### config.mk
export PLATFORM = sky130hd
export DESIGN_NAME = nd_array_axis_flip_addresser_top_flat
export DESIGN_NICKNAME = d
export VERILOG_FILES = /design/src/design/nafa_pkg.sv /design/src/design/nafa_in_if.sv /design/src/design/nafa_out_if.sv /design/src/design/nafa_cfg.sv /design/src/design/nafa_front.sv /design/src/design/nafa_queue.sv /design/src/design/nafa_back.sv /design/src/design/nd_array_axis_flip_addresser_top.sv /design/src/flat_wrapper.sv
export SDC_FILE = /design/constraint.sdc
export NUM_CORES = 2
export LEC_CHECK = 0
export BUFFER_PORTS_ARGS = -buffer_cell sky130_fd_sc_hd__buf_2
export CAP_MARGIN = 25
export CORE_MARGIN = 4
export CORE_UTILIZATION = 50
export DETAILED_ROUTE_END_ITERATION = 8
export GPL_ROUTABILITY_DRIVEN = 0
export PLACE_DENSITY = 0.67
export SETUP_SLACK_MARGIN = 0.05
export SKIP_CTS_REPAIR_TIMING = 1
export SLEW_MARGIN = 0
export SYNTH_ARGS = -nofsm -noshare
export SYNTH_HDL_FRONTEND = slang
export SYNTH_SLANG_ARGS = --single-unit
export TNS_END_PERCENT = 5
### constraint.sdc
create_clock -name clk -period 17.99 [get_ports clk]
set_input_delay 1.799 -clock clk [delete_from_list [all_inputs] [get_ports clk]]
set_output_delay 1.799 -clock clk [all_outputs]
set_load 0.01 [all_outputs]
### src/design/nafa_pkg.sv
`timescale 1ns / 1ps
// ----------------------------------------------------------------------------
// nafa_pkg
// Shared types and constants for the n-dimensional axis flip addresser.
// ----------------------------------------------------------------------------
package nafa_pkg;

    localparam int NUM_DIMS    = 4;
    localparam int COORD_W     = 16;
    localparam int EXT_W       = 17;
    localparam int OFFSET_W    = 16;
    localparam int VALUE_W     = 32;
    localparam int ADDR_W      = 5;
    localparam int DATA_W      = 32;
    localparam int QUEUE_DEPTH = 2;
    localparam int QPTR_W      = 1;
    localparam int QCNT_W      = 2;

    localparam logic [2:0] REG_DIM_COUNT = 3'd0;
    localparam logic [2:0] REG_FLIP_AXIS = 3'd1;
    localparam logic [2:0] REG_EXTENT0   = 3'd2;
    localparam logic [2:0] REG_EXTENT1   = 3'd3;
    localparam logic [2:0] REG_EXTENT2   = 3'd4;
    localparam logic [2:0] REG_EXTENT3   = 3'd5;

    typedef struct packed {
        logic [2:0]                             dims;
        logic [2:0]                             flip_axis;
        logic [NUM_DIMS-1:0][EXT_W-1:0]         ext;
        logic [NUM_DIMS-1:0][OFFSET_W-1:0]      stride;
        logic                                   busy;
        logic                                   restart;
    } nafa_ctrl_t;

    typedef struct packed {
        logic [NUM_DIMS-1:0][COORD_W-1:0]       coord;
        logic [VALUE_W-1:0]                     value;
        logic                                   last;
        logic                                   err;
    } nafa_entry_t;

endpackage

### src/design/nafa_in_if.sv
`timescale 1ns / 1ps
// ----------------------------------------------------------------------------
// nafa_in_if
// Element request channel: valid, ready and one source element value.
// ----------------------------------------------------------------------------
interface nafa_in_if import nafa_pkg::*; ();

    logic               valid;
    logic               ready;
    logic [VALUE_W-1:0] element_value;

    modport source (output valid, output element_value, input ready);
    modport sink   (input valid, input element_value, output ready);

endinterface

### src/design/nafa_out_if.sv
`timescale 1ns / 1ps
// ----------------------------------------------------------------------------
// nafa_out_if
// Result request channel: destination offset, value, last mark, axis error.
// ----------------------------------------------------------------------------
interface nafa_out_if import nafa_pkg::*; ();

    logic                valid;
    logic                ready;
    logic [OFFSET_W-1:0] dest_offset;
    logic [VALUE_W-1:0]  moved_value;
    logic                last_element;
    logic                axis_error;

    modport source (output valid, output dest_offset, output moved_value,
                    output last_element, output axis_error, input ready);
    modport sink   (input valid, input dest_offset, input moved_value,
                    input last_element, input axis_error, output ready);

endinterface

### src/design/nafa_cfg.sv
`timescale 1ns / 1ps
// ----------------------------------------------------------------------------
// nafa_cfg
// Register file on the apb port, effective shape and stride products.
// ----------------------------------------------------------------------------
module nafa_cfg import nafa_pkg::*; (
    input  logic              clk,
    input  logic              rst_n,
    input  logic              psel,
    input  logic              penable,
    input  logic              pwrite,
    input  logic [ADDR_W-1:0] paddr,
    input  logic [DATA_W-1:0] pwdata,
    output logic [DATA_W-1:0] prdata,
    output logic              pready,
    output nafa_ctrl_t        ctrl
);

    function automatic logic [2:0] dims_in_use(input logic [2:0] raw);
        logic [2:0] n;
        n = raw;
        if (n == 3'd0)
            n = 3'd1;
        if (n > 3'(NUM_DIMS))
            n = 3'(NUM_DIMS);
        return n;
    endfunction

    function automatic logic [EXT_W-1:0] sat_extent(input logic [EXT_W-1:0] raw);
        logic [EXT_W-1:0] e;
        e = raw;
        if (e == '0)
            e = EXT_W'(1);
        if (e > EXT_W'(65536))
            e = EXT_W'(65536);
        return e;
    endfunction

    logic [2:0]       dim_count_reg, dim_count_next;
    logic [2:0]       flip_axis_reg, flip_axis_next;
    logic [EXT_W-1:0] extent_reg [NUM_DIMS];
    logic [EXT_W-1:0] extent_next [NUM_DIMS];
    logic [OFFSET_W-1:0] pair_reg, pair_next;
    logic [OFFSET_W-1:0] outer_reg, outer_next;
    logic [1:0]       busy_reg, busy_next;
    logic             restart;
    logic             wr_en;
    logic [2:0]       wr_idx;
    logic [2:0]       dims;
    logic [EXT_W-1:0] ext_eff [NUM_DIMS];
    logic [2*OFFSET_W-1:0] pair_full;
    logic [2*OFFSET_W-1:0] outer_full;

    assign pready = 1'b1;
    assign wr_en  = psel && penable && pwrite;
    assign wr_idx = paddr[4:2];

    always_comb
    begin
        dim_count_next = dim_count_reg;
        flip_axis_next = flip_axis_reg;
        for (int d = 0; d < NUM_DIMS; d++)
        begin
            extent_next[d] = extent_reg[d];
        end
        restart = 1'b0;
        if (wr_en)
        begin
            case (wr_idx)
                REG_DIM_COUNT:
                begin
                    dim_count_next = pwdata[2:0];
                    restart = 1'b1;
                end
                REG_FLIP_AXIS:
                begin
                    flip_axis_next = pwdata[2:0];
                    restart = 1'b1;
                end
                REG_EXTENT0:
                begin
                    extent_next[0] = pwdata[EXT_W-1:0];
                    restart = 1'b1;
                end
                REG_EXTENT1:
                begin
                    extent_next[1] = pwdata[EXT_W-1:0];
                    restart = 1'b1;
                end
                REG_EXTENT2:
                begin
                    extent_next[2] = pwdata[EXT_W-1:0];
                    restart = 1'b1;
                end
                REG_EXTENT3:
                begin
                    extent_next[3] = pwdata[EXT_W-1:0];
                    restart = 1'b1;
                end
                default:
                begin
                    restart = 1'b0;
                end
            endcase
        end
    end

    always_comb
    begin
        case (wr_idx)
            REG_DIM_COUNT: prdata = {29'd0, dim_count_reg};
            REG_FLIP_AXIS: prdata = {29'd0, flip_axis_reg};
            REG_EXTENT0:   prdata = {15'd0, extent_reg[0]};
            REG_EXTENT1:   prdata = {15'd0, extent_reg[1]};
            REG_EXTENT2:   prdata = {15'd0, extent_reg[2]};
            REG_EXTENT3:   prdata = {15'd0, extent_reg[3]};
            default:       prdata = '0;
        endcase
    end

    // effective shape, dims past the count have extent one
    assign dims = dims_in_use(dim_count_reg);

    always_comb
    begin
        for (int d = 0; d < NUM_DIMS; d++)
        begin
            if (d < int'(dims))
                ext_eff[d] = sat_extent(extent_reg[d]);
            else
                ext_eff[d] = EXT_W'(1);
        end
    end

    // stride products modulo the offset width
    assign pair_full  = (2*OFFSET_W)'(ext_eff[3][OFFSET_W-1:0])
                      * (2*OFFSET_W)'(ext_eff[2][OFFSET_W-1:0]);
    assign outer_full = (2*OFFSET_W)'(pair_reg) * (2*OFFSET_W)'(ext_eff[1][OFFSET_W-1:0]);
    assign pair_next  = pair_full[OFFSET_W-1:0];
    assign outer_next = outer_full[OFFSET_W-1:0];

    always_comb
    begin
        busy_next = busy_reg;
        if (wr_en)
            busy_next = 2'd2;
        else if (busy_reg != 2'd0)
            busy_next = busy_reg - 2'd1;
    end

    always_ff @(posedge clk or negedge rst_n)
    begin
        if (!rst_n)
        begin
            dim_count_reg <= 3'd1;
            flip_axis_reg <= 3'd0;
            for (int d = 0; d < NUM_DIMS; d++)
            begin
                extent_reg[d] <= EXT_W'(1);
            end
            pair_reg  <= OFFSET_W'(1);
            outer_reg <= OFFSET_W'(1);
            busy_reg  <= 2'd0;
        end
        else
        begin
            dim_count_reg <= dim_count_next;
            flip_axis_reg <= flip_axis_next;
            for (int d = 0; d < NUM_DIMS; d++)
            begin
                extent_reg[d] <= extent_next[d];
            end
            pair_reg  <= pair_next;
            outer_reg <= outer_next;
            busy_reg  <= busy_next;
        end
    end

    always_comb
    begin
        ctrl.dims      = dims;
        ctrl.flip_axis = flip_axis_reg;
        for (int d = 0; d < NUM_DIMS; d++)
        begin
            ctrl.ext[d] = ext_eff[d];
        end
        ctrl.stride[3] = OFFSET_W'(1);
        ctrl.stride[2] = ext_eff[3][OFFSET_W-1:0];
        ctrl.stride[1] = pair_reg;
        ctrl.stride[0] = outer_reg;
        ctrl.busy      = (busy_reg != 2'd0);
        ctrl.restart   = restart;
    end

    a_write_sets_busy: assert property (@(posedge clk) disable iff (!rst_n)
        wr_en |=> ctrl.busy)
        else $error("config write did not hold off requests");

endmodule

### src/design/nafa_front.sv
`timescale 1ns / 1ps
// ----------------------------------------------------------------------------
// nafa_front
// Coordinate counter: accepts elements, mirrors the flip axis, marks the last.
// ----------------------------------------------------------------------------
module nafa_front import nafa_pkg::*; (
    input  logic        clk,
    input  logic        rst_n,
    input  nafa_ctrl_t  ctrl,
    nafa_in_if.sink     elem,
    input  logic        queue_full,
    output logic        push,
    output nafa_entry_t push_data
);

    logic [COORD_W-1:0] coord_reg [NUM_DIMS];
    logic [COORD_W-1:0] coord_next [NUM_DIMS];
    logic [COORD_W-1:0] coord_step [NUM_DIMS];
    logic [EXT_W-1:0]   mirror [NUM_DIMS];
    logic [NUM_DIMS-1:0] wrap;
    logic               carry;
    logic               last;
    logic signed [3:0]  axis_norm;
    logic [1:0]         axis_idx;
    logic               err;

    assign elem.ready = !ctrl.busy && !queue_full;
    assign push       = elem.valid && elem.ready;

    // negative axis counts back from the dim count
    assign axis_norm = {ctrl.flip_axis[2], ctrl.flip_axis}
                     + (ctrl.flip_axis[2] ? $signed({1'b0, ctrl.dims}) : 4'sd0);
    assign err       = axis_norm[3] || (axis_norm[2:0] >= ctrl.dims);
    assign axis_idx  = axis_norm[1:0];

    always_comb
    begin
        carry = 1'b1;
        last  = 1'b1;
        for (int d = NUM_DIMS - 1; d >= 0; d--)
        begin
            wrap[d]   = (({1'b0, coord_reg[d]} + EXT_W'(1)) >= ctrl.ext[d]);
            mirror[d] = ctrl.ext[d] - EXT_W'(1) - {1'b0, coord_reg[d]};
            if (d < int'(ctrl.dims))
            begin
                last = last & wrap[d];
                if (carry)
                    coord_step[d] = wrap[d] ? '0 : coord_reg[d] + COORD_W'(1);
                else
                    coord_step[d] = coord_reg[d];
                carry = carry & wrap[d];
            end
            else
            begin
                coord_step[d] = '0;
            end
        end
    end

    always_comb
    begin
        for (int d = 0; d < NUM_DIMS; d++)
        begin
            if (ctrl.restart)
                coord_next[d] = '0;
            else if (push)
                coord_next[d] = coord_step[d];
            else
                coord_next[d] = coord_reg[d];
        end
    end

    always_ff @(posedge clk or negedge rst_n)
    begin
        if (!rst_n)
        begin
            for (int d = 0; d < NUM_DIMS; d++)
            begin
                coord_reg[d] <= '0;
            end
        end
        else
        begin
            for (int d = 0; d < NUM_DIMS; d++)
            begin
                coord_reg[d] <= coord_next[d];
            end
        end
    end

    // error zeroes every coordinate so the offset comes out zero
    always_comb
    begin
        for (int d = 0; d < NUM_DIMS; d++)
        begin
            if (err)
                push_data.coord[d] = '0;
            else if (2'(d) == axis_idx)
                push_data.coord[d] = mirror[d][COORD_W-1:0];
            else
                push_data.coord[d] = coord_reg[d];
        end
        push_data.value = elem.element_value;
        push_data.last  = last;
        push_data.err   = err;
    end

    a_busy_blocks: assert property (@(posedge clk) disable iff (!rst_n)
        ctrl.busy |-> !elem.ready)
        else $error("request taken while strides settle");

    a_restart_clears: assert property (@(posedge clk) disable iff (!rst_n)
        ctrl.restart |=> (coord_reg[0] == '0 && coord_reg[1] == '0
                          && coord_reg[2] == '0 && coord_reg[3] == '0))
        else $error("coordinates not cleared after config write");

endmodule

### src/design/nafa_queue.sv
`timescale 1ns / 1ps
// ----------------------------------------------------------------------------
// nafa_queue
// Short fifo between the coordinate front end and the offset back end.
// ----------------------------------------------------------------------------
module nafa_queue import nafa_pkg::*; (
    input  logic        clk,
    input  logic        rst_n,
    input  logic        push,
    input  nafa_entry_t push_data,
    output logic        full,
    input  logic        pop,
    output nafa_entry_t pop_data,
    output logic        empty
);

    nafa_entry_t       entry_reg [QUEUE_DEPTH];
    logic [QPTR_W-1:0] wr_ptr_reg, wr_ptr_next;
    logic [QPTR_W-1:0] rd_ptr_reg, rd_ptr_next;
    logic [QCNT_W-1:0] count_reg, count_next;

    assign full     = (count_reg == QCNT_W'(QUEUE_DEPTH));
    assign empty    = (count_reg == '0);
    assign pop_data = entry_reg[rd_ptr_reg];

    always_comb
    begin
        wr_ptr_next = push ? wr_ptr_reg + QPTR_W'(1) : wr_ptr_reg;
        rd_ptr_next = pop  ? rd_ptr_reg + QPTR_W'(1) : rd_ptr_reg;
        count_next  = count_reg;
        if (push && !pop)
            count_next = count_reg + QCNT_W'(1);
        else if (pop && !push)
            count_next = count_reg - QCNT_W'(1);
    end

    always_ff @(posedge clk)
    begin
        if (push)
            entry_reg[wr_ptr_reg] <= push_data;
    end

    always_ff @(posedge clk or negedge rst_n)
    begin
        if (!rst_n)
        begin
            wr_ptr_reg <= '0;
            rd_ptr_reg <= '0;
            count_reg  <= '0;
        end
        else
        begin
            wr_ptr_reg <= wr_ptr_next;
            rd_ptr_reg <= rd_ptr_next;
            count_reg  <= count_next;
        end
    end

    a_no_overrun: assert property (@(posedge clk) disable iff (!rst_n)
        (push && full) |-> pop)
        else $error("queue overrun");

endmodule

### src/design/nafa_back.sv
`timescale 1ns / 1ps
// ----------------------------------------------------------------------------
// nafa_back
// Offset back end: coordinate times stride, sum, registered result.
// ----------------------------------------------------------------------------
module nafa_back import nafa_pkg::*; (
    input  logic        clk,
    input  logic        rst_n,
    input  nafa_ctrl_t  ctrl,
    input  nafa_entry_t head,
    input  logic        empty,
    output logic        pop,
    nafa_out_if.source  result
);

    logic                s1_valid_reg, s1_valid_next;
    logic [OFFSET_W-1:0] s1_prod_reg [NUM_DIMS];
    logic [VALUE_W-1:0]  s1_value_reg;
    logic                s1_last_reg;
    logic                s1_err_reg;
    logic                out_valid_reg, out_valid_next;
    logic [OFFSET_W-1:0] out_offset_reg;
    logic [VALUE_W-1:0]  out_value_reg;
    logic                out_last_reg;
    logic                out_err_reg;
    logic [2*OFFSET_W-1:0] prod_full [NUM_DIMS];
    logic [OFFSET_W-1:0] offset_sum;
    logic                out_ready;
    logic                s1_ready;
    logic                s1_move;

    assign out_ready = !out_valid_reg || result.ready;
    assign s1_ready  = !s1_valid_reg || out_ready;
    assign pop       = !empty && s1_ready;
    assign s1_move   = s1_valid_reg && out_ready;

    always_comb
    begin
        for (int d = 0; d < NUM_DIMS; d++)
        begin
            prod_full[d] = (2*OFFSET_W)'(head.coord[d]) * (2*OFFSET_W)'(ctrl.stride[d]);
        end
    end

    assign offset_sum = s1_prod_reg[0] + s1_prod_reg[1] + s1_prod_reg[2] + s1_prod_reg[3];

    always_comb
    begin
        s1_valid_next = s1_valid_reg;
        if (s1_ready)
            s1_valid_next = pop;
        out_valid_next = out_valid_reg;
        if (out_ready)
            out_valid_next = s1_valid_reg;
    end

    always_ff @(posedge clk)
    begin
        if (pop)
        begin
            for (int d = 0; d < NUM_DIMS; d++)
            begin
                s1_prod_reg[d] <= prod_full[d][OFFSET_W-1:0];
            end
            s1_value_reg <= head.value;
            s1_last_reg  <= head.last;
            s1_err_reg   <= head.err;
        end
        if (s1_move)
        begin
            out_offset_reg <= offset_sum;
            out_value_reg  <= s1_value_reg;
            out_last_reg   <= s1_last_reg;
            out_err_reg    <= s1_err_reg;
        end
    end

    always_ff @(posedge clk or negedge rst_n)
    begin
        if (!rst_n)
        begin
            s1_valid_reg  <= 1'b0;
            out_valid_reg <= 1'b0;
        end
        else
        begin
            s1_valid_reg  <= s1_valid_next;
            out_valid_reg <= out_valid_next;
        end
    end

    assign result.valid        = out_valid_reg;
    assign result.dest_offset  = out_offset_reg;
    assign result.moved_value  = out_value_reg;
    assign result.last_element = out_last_reg;
    assign result.axis_error   = out_err_reg;

    a_error_zero_offset: assert property (@(posedge clk) disable iff (!rst_n)
        (result.valid && result.axis_error) |-> (result.dest_offset == '0))
        else $error("offset not zero on axis error");

endmodule

### src/design/nd_array_axis_flip_addresser_top.sv
`timescale 1ns / 1ps
// ----------------------------------------------------------------------------
// nd_array_axis_flip_addresser_top
// Axis flip addresser: row-major element stream in, mirrored offsets out.
// ----------------------------------------------------------------------------
// Takes one element per cycle in row-major order, while no configuration
// write is settling and the queue has room, and returns one result per cycle
// while the result channel is ready: the destination offset with the flip
// axis mirrored, the value, a last mark and an axis error flag. The coordinate
// counter in the front end steps once per accepted element. The queue entry is
// written when a request is taken, then come the stride multiply stage and the
// output register. After every configuration write the element ready drops
// while the two-stage stride multiplier recomputes, and a write to a defined
// register restarts the coordinate counter at zero.
module nd_array_axis_flip_addresser_top import nafa_pkg::*; (
    input  logic              clk,
    input  logic              rst_n,
    input  logic              psel,
    input  logic              penable,
    input  logic              pwrite,
    input  logic [ADDR_W-1:0] paddr,
    input  logic [DATA_W-1:0] pwdata,
    output logic [DATA_W-1:0] prdata,
    output logic              pready,
    nafa_in_if.sink           elem,
    nafa_out_if.source        result
);

    nafa_ctrl_t  ctrl;
    logic        push;
    logic        pop;
    logic        full;
    logic        empty;
    nafa_entry_t push_data;
    nafa_entry_t pop_data;

    nafa_cfg u_cfg (
        .clk     (clk),
        .rst_n   (rst_n),
        .psel    (psel),
        .penable (penable),
        .pwrite  (pwrite),
        .paddr   (paddr),
        .pwdata  (pwdata),
        .prdata  (prdata),
        .pready  (pready),
        .ctrl    (ctrl)
    );

    nafa_front u_front (
        .clk        (clk),
        .rst_n      (rst_n),
        .ctrl       (ctrl),
        .elem       (elem),
        .queue_full (full),
        .push       (push),
        .push_data  (push_data)
    );

    nafa_queue u_queue (
        .clk       (clk),
        .rst_n     (rst_n),
        .push      (push),
        .push_data (push_data),
        .full      (full),
        .pop       (pop),
        .pop_data  (pop_data),
        .empty     (empty)
    );

    nafa_back u_back (
        .clk    (clk),
        .rst_n  (rst_n),
        .ctrl   (ctrl),
        .head   (pop_data),
        .empty  (empty),
        .pop    (pop),
        .result (result)
    );

endmodule
### src/flat_wrapper.sv
// flat-port wrapper written by rule: the top's interface ports become plain ports
module nd_array_axis_flip_addresser_top_flat import nafa_pkg::*;
  (clk, rst_n, psel, penable, pwrite, paddr, pwdata, prdata, pready, elem_valid, elem_element_value, elem_ready, result_valid, result_dest_offset, result_moved_value, result_last_element, result_axis_error, result_ready);
  nafa_in_if elem_i ();
  nafa_out_if result_i ();
  input  logic clk;
  input  logic rst_n;
  input  logic psel;
  input  logic penable;
  input  logic pwrite;
  input  logic [ADDR_W-1:0] paddr;
  input  logic [DATA_W-1:0] pwdata;
  output logic [DATA_W-1:0] prdata;
  output logic pready;
  input wire logic [$bits(elem_i.valid)-1:0] elem_valid;
  input wire logic [$bits(elem_i.element_value)-1:0] elem_element_value;
  output wire logic [$bits(elem_i.ready)-1:0] elem_ready;
  output wire logic [$bits(result_i.valid)-1:0] result_valid;
  output wire logic [$bits(result_i.dest_offset)-1:0] result_dest_offset;
  output wire logic [$bits(result_i.moved_value)-1:0] result_moved_value;
  output wire logic [$bits(result_i.last_element)-1:0] result_last_element;
  output wire logic [$bits(result_i.axis_error)-1:0] result_axis_error;
  input wire logic [$bits(result_i.ready)-1:0] result_ready;
  assign elem_i.valid = elem_valid;
  assign elem_i.element_value = elem_element_value;
  assign elem_ready = elem_i.ready;
  assign result_valid = result_i.valid;
  assign result_dest_offset = result_i.dest_offset;
  assign result_moved_value = result_i.moved_value;
  assign result_last_element = result_i.last_element;
  assign result_axis_error = result_i.axis_error;
  assign result_i.ready = result_ready;
  nd_array_axis_flip_addresser_top u_core (.clk(clk), .rst_n(rst_n), .psel(psel), .penable(penable), .pwrite(pwrite), .paddr(paddr), .pwdata(pwdata), .prdata(prdata), .pready(pready), .elem(elem_i), .result(result_i));
endmodule
==> impl_metrics.tcl <==
set metrics [dict create \
    path_depth 20 \
    synth_warnings 0 \
    vdd_drop_max_mv 0.139 \
    worst_clock_skew_ns 0.0385 \
    grt_max_degree 87 \
    synthFlopType "edfxtp_1" \
    via_count 33200 \
    endpoint_kind "register" \
    finalMaxSlewViolations 0 \
    final_cells 5979 \
    row_count 111 \
    finalSetupTns_ns 0 \
    numCtsBuffers 58 \
    area_growth_pct 8.22 \
    dr.first_iter.drc_count 2683 \
    die_h_um 314 \
    grt.total_usage_pct 25.1 \
    hold_viol 0 \
    rsz0062_at_grt "no" \
    yosys.cell_count.top_type "inv_1" \
    status "completed" \
    synth.top_cell.area_share_pct 22.1 \
    cts.clk_slew.worst_paths_ns 0.06 \
    crit_slowest_cell "inv_1" \
    async_reset_ff_share_pct 34.1 \
    critPathCapture "u_core.u_back.s1_prod_reg[2][15]" \
    crit_start "u_core.u_cfg.dim_count_reg[2]" \
    final_nets 5592 \
    critPathMaxFanout 14 \
    critPathBufInv 3 \
    reg2regPathDepth 20 \
    start_util_pct 50.7 \
    firstDrtPassIters 5 \
    r2r_end "u_core.u_back.s1_prod_reg[2][15]" \
    wl_per_cell_um 20.4 \
    setup_viol 0 \
    drv_cap 0 \
    startpoint_type "register" \
    routed_wl_um 122000 \
    dp_cells 5865 \
    cp.arrival_ns 8.70 \
    hold_path_class "register to register" \
    synth_cell_type_count 92 \
    cpMostUsedCell "xnor2_1" \
    antenna_found_initial 0 \
    htree_levels 2 \
    fmax_ghz 0.121 \
    dp_hpwl_um 92900 \
    postSynthAreaPerCell_um2 10.1 \
    clkLatencyLatePin_ns 0.65 \
    ys_ff_latch 522 \
    final_util_pct 54.9 \
    die-area_um2 98500 \
    worst_pin_slew_ns 1.11 \
    clockRootBuffer "clkbuf_16" \
    vias_per_cell 5.55 \
    grt_pass1_wl_um 194000 \
    slew_headroom_pct 26.2 \
    crit_path_cell_trace "clkinv_1 > o31ai_2 > buf_4 > nand2_1 > inv_1 > nand2_1 > fa_1 > fa_1 > fa_1 > fa_1 > fa_1 > fa_1 > xnor2_1 > xnor2_1 > xnor2_1 > xnor2_1 > xnor2_1 > xnor2_1 > xnor3_1 > xnor2_1" \
    power_leakage_nw 22.3 \
    synthCells 4634 \
    numPortBuffers 127 \
    synth-edff-count 344 \
    synthTopCellsByArea "edfxtp_1, fa_1, ha_1, dfrtp_1, inv_1" \
    largest_reg_flops 196 \
    rrSetupSlack_ns 9.71 \
    cpLargestDelayFamily "adder cells" \
    die_w_um 314 \
    cts_tree "yes" \
    drc 0 \
    crit_type "register to register" \
    powerDensity_nw_per_um2 169 \
    ant_nets 0 \
    fin_crit_sh_pct 46.0 \
    ys_seq_area_share_pct 31.6 \
    cpPeakStageDelay_ns 0.73 \
    synth_top_area_cell "edfxtp_1" \
    crit_required_ns 18.41 \
    min_period_ns 8.28 \
    fp.coreArea_um2 92200 \
    grt_pass1_vias 34100 \
    grt-ovfl-total 0 \
    clock_path_buffers 3 \
    num_io_pins 161 \
    drive_gt1_share_pct 10.5 \
    timing.rr.start "u_core.u_cfg.dim_count_reg[2]" \
    synthesis.area_um2 46800 \
    cts.sinks 522 \
    ys_top_cells_by_count "inv_1, nand2_1, fa_1" \
]
-- per-stage QoR --
step | setup WS, ns | instance area [µm²] | power [mW] | hold slack, ns
6_report | 9.71 | 50600 | 8.56 | 0.413
5_1_grt | 9.49 | 50600 | 9.31 | 0.422
4_1_cts | 9.96 | 50600 | 8.63 | 0.416
3_5_place_dp | 9.98 | 48600 | 7.35 | 0.405
3_3_place_gp | 10.0 | 48600 | 7.23 | 0.400
2_1_floorplan | 11.30 | 46800 | 5.78 | 0.400
-- worst register-to-register path: cells and delay by family, from the launching register on --
| kind | cells | cell delay [ns] |
|---|---|---|
| adders and majority gates | 6 | 2.93 |
| xor gates and xnor gates | 8 | 1.87 |
| buffers and inverters | 3 | 1.51 |
| DFF | 1 | 0.72 |
| and+or+nand+nor | 2 | 0.68 |
| AOI/OAI and AO/OA | 1 | 0.36 |
-- power breakdown --
part | internal (mW) | switching (mW) | total [mW]
sequential | 1.87 | 0.267 | 2.14
clock | 0.721 | 0.514 | 1.23
combinational | 2.10 | 3.08 | 5.18
-- cell type report --
cell class              instances  area (µm²)
fillers                      8131       41600
multi-input cells            3191       28500
flip-flops and latches        522       14800
inverters                     732        2750
clock buffers                  73        1560
well taps                    1243        1560
repair buffers                179        1040
clock inverters                37         447
diodes                          2        5.00
-- layer usage --
layer,up-vias,share of wire [%],global-route usage [%]
li1,15300,-,-
met1,16500,42,33.8
met2,1142,47,41.4
met3,245,6.8,4.03
met4,0,4.1,9.07
met5,-,0,0
-- cell families after synthesis --
family | Yosys count | share of synthesized area, %
AND/OR/NAND/NOR | 1335 | 13.4
buffers and inverters | 935 | 7.77
adder cells (fa/ha/maj) | 834 | 29.3
flip-flops | 522 | 31.6
AO/OA/AOI/OAI | 474 | 6.65
XOR/XNOR | 305 | 5.95
multiplexers | 227 | 5.30
other | 2 | 0.0161
-- how the worst min path moves through the flow --
stage                                                       to                            from  slack (ns)  cells past startpoint
after floorplan                u_core.u_back.result.axis_error        u_core.u_back.s1_err_reg        0.40                      0
after global placement     u_core.u_back.result.moved_value[3]   u_core.u_back.s1_value_reg[3]        0.40                      0
after detailed placement     u_core.u_back.result.last_element       u_core.u_back.s1_last_reg        0.40                      0
after CTS                  u_core.u_back.result.moved_value[3]   u_core.u_back.s1_value_reg[3]        0.42                      0
after global routing      u_core.u_back.result.moved_value[21]  u_core.u_back.s1_value_reg[21]        0.42                      0
final                      u_core.u_back.result.moved_value[3]   u_core.u_back.s1_value_reg[3]        0.41                      0
-- cells in the final DEF, fill, tap and decap left out, types with 29 or more instances in the layout --
cell type    n
o22ai_1     29
nand3_1     88
mux2_2     166
mux2i_1     61
nor2b_1     53
edfxtp_1   344
a21o_1      38
buf_4       51
and2_1     112
inv_1      721
buf_2      126
nor2_1     245
and3_1      72
nor3_1      50
o21ai_0     79
xnor2_1    246
clkbuf_16   58
nand2_1    571
ha_1       397
dfrtp_1    170
a21oi_1    139
xor2_1      50
fa_1       435
No activity file was read; power rests on OpenSTA's default activity.
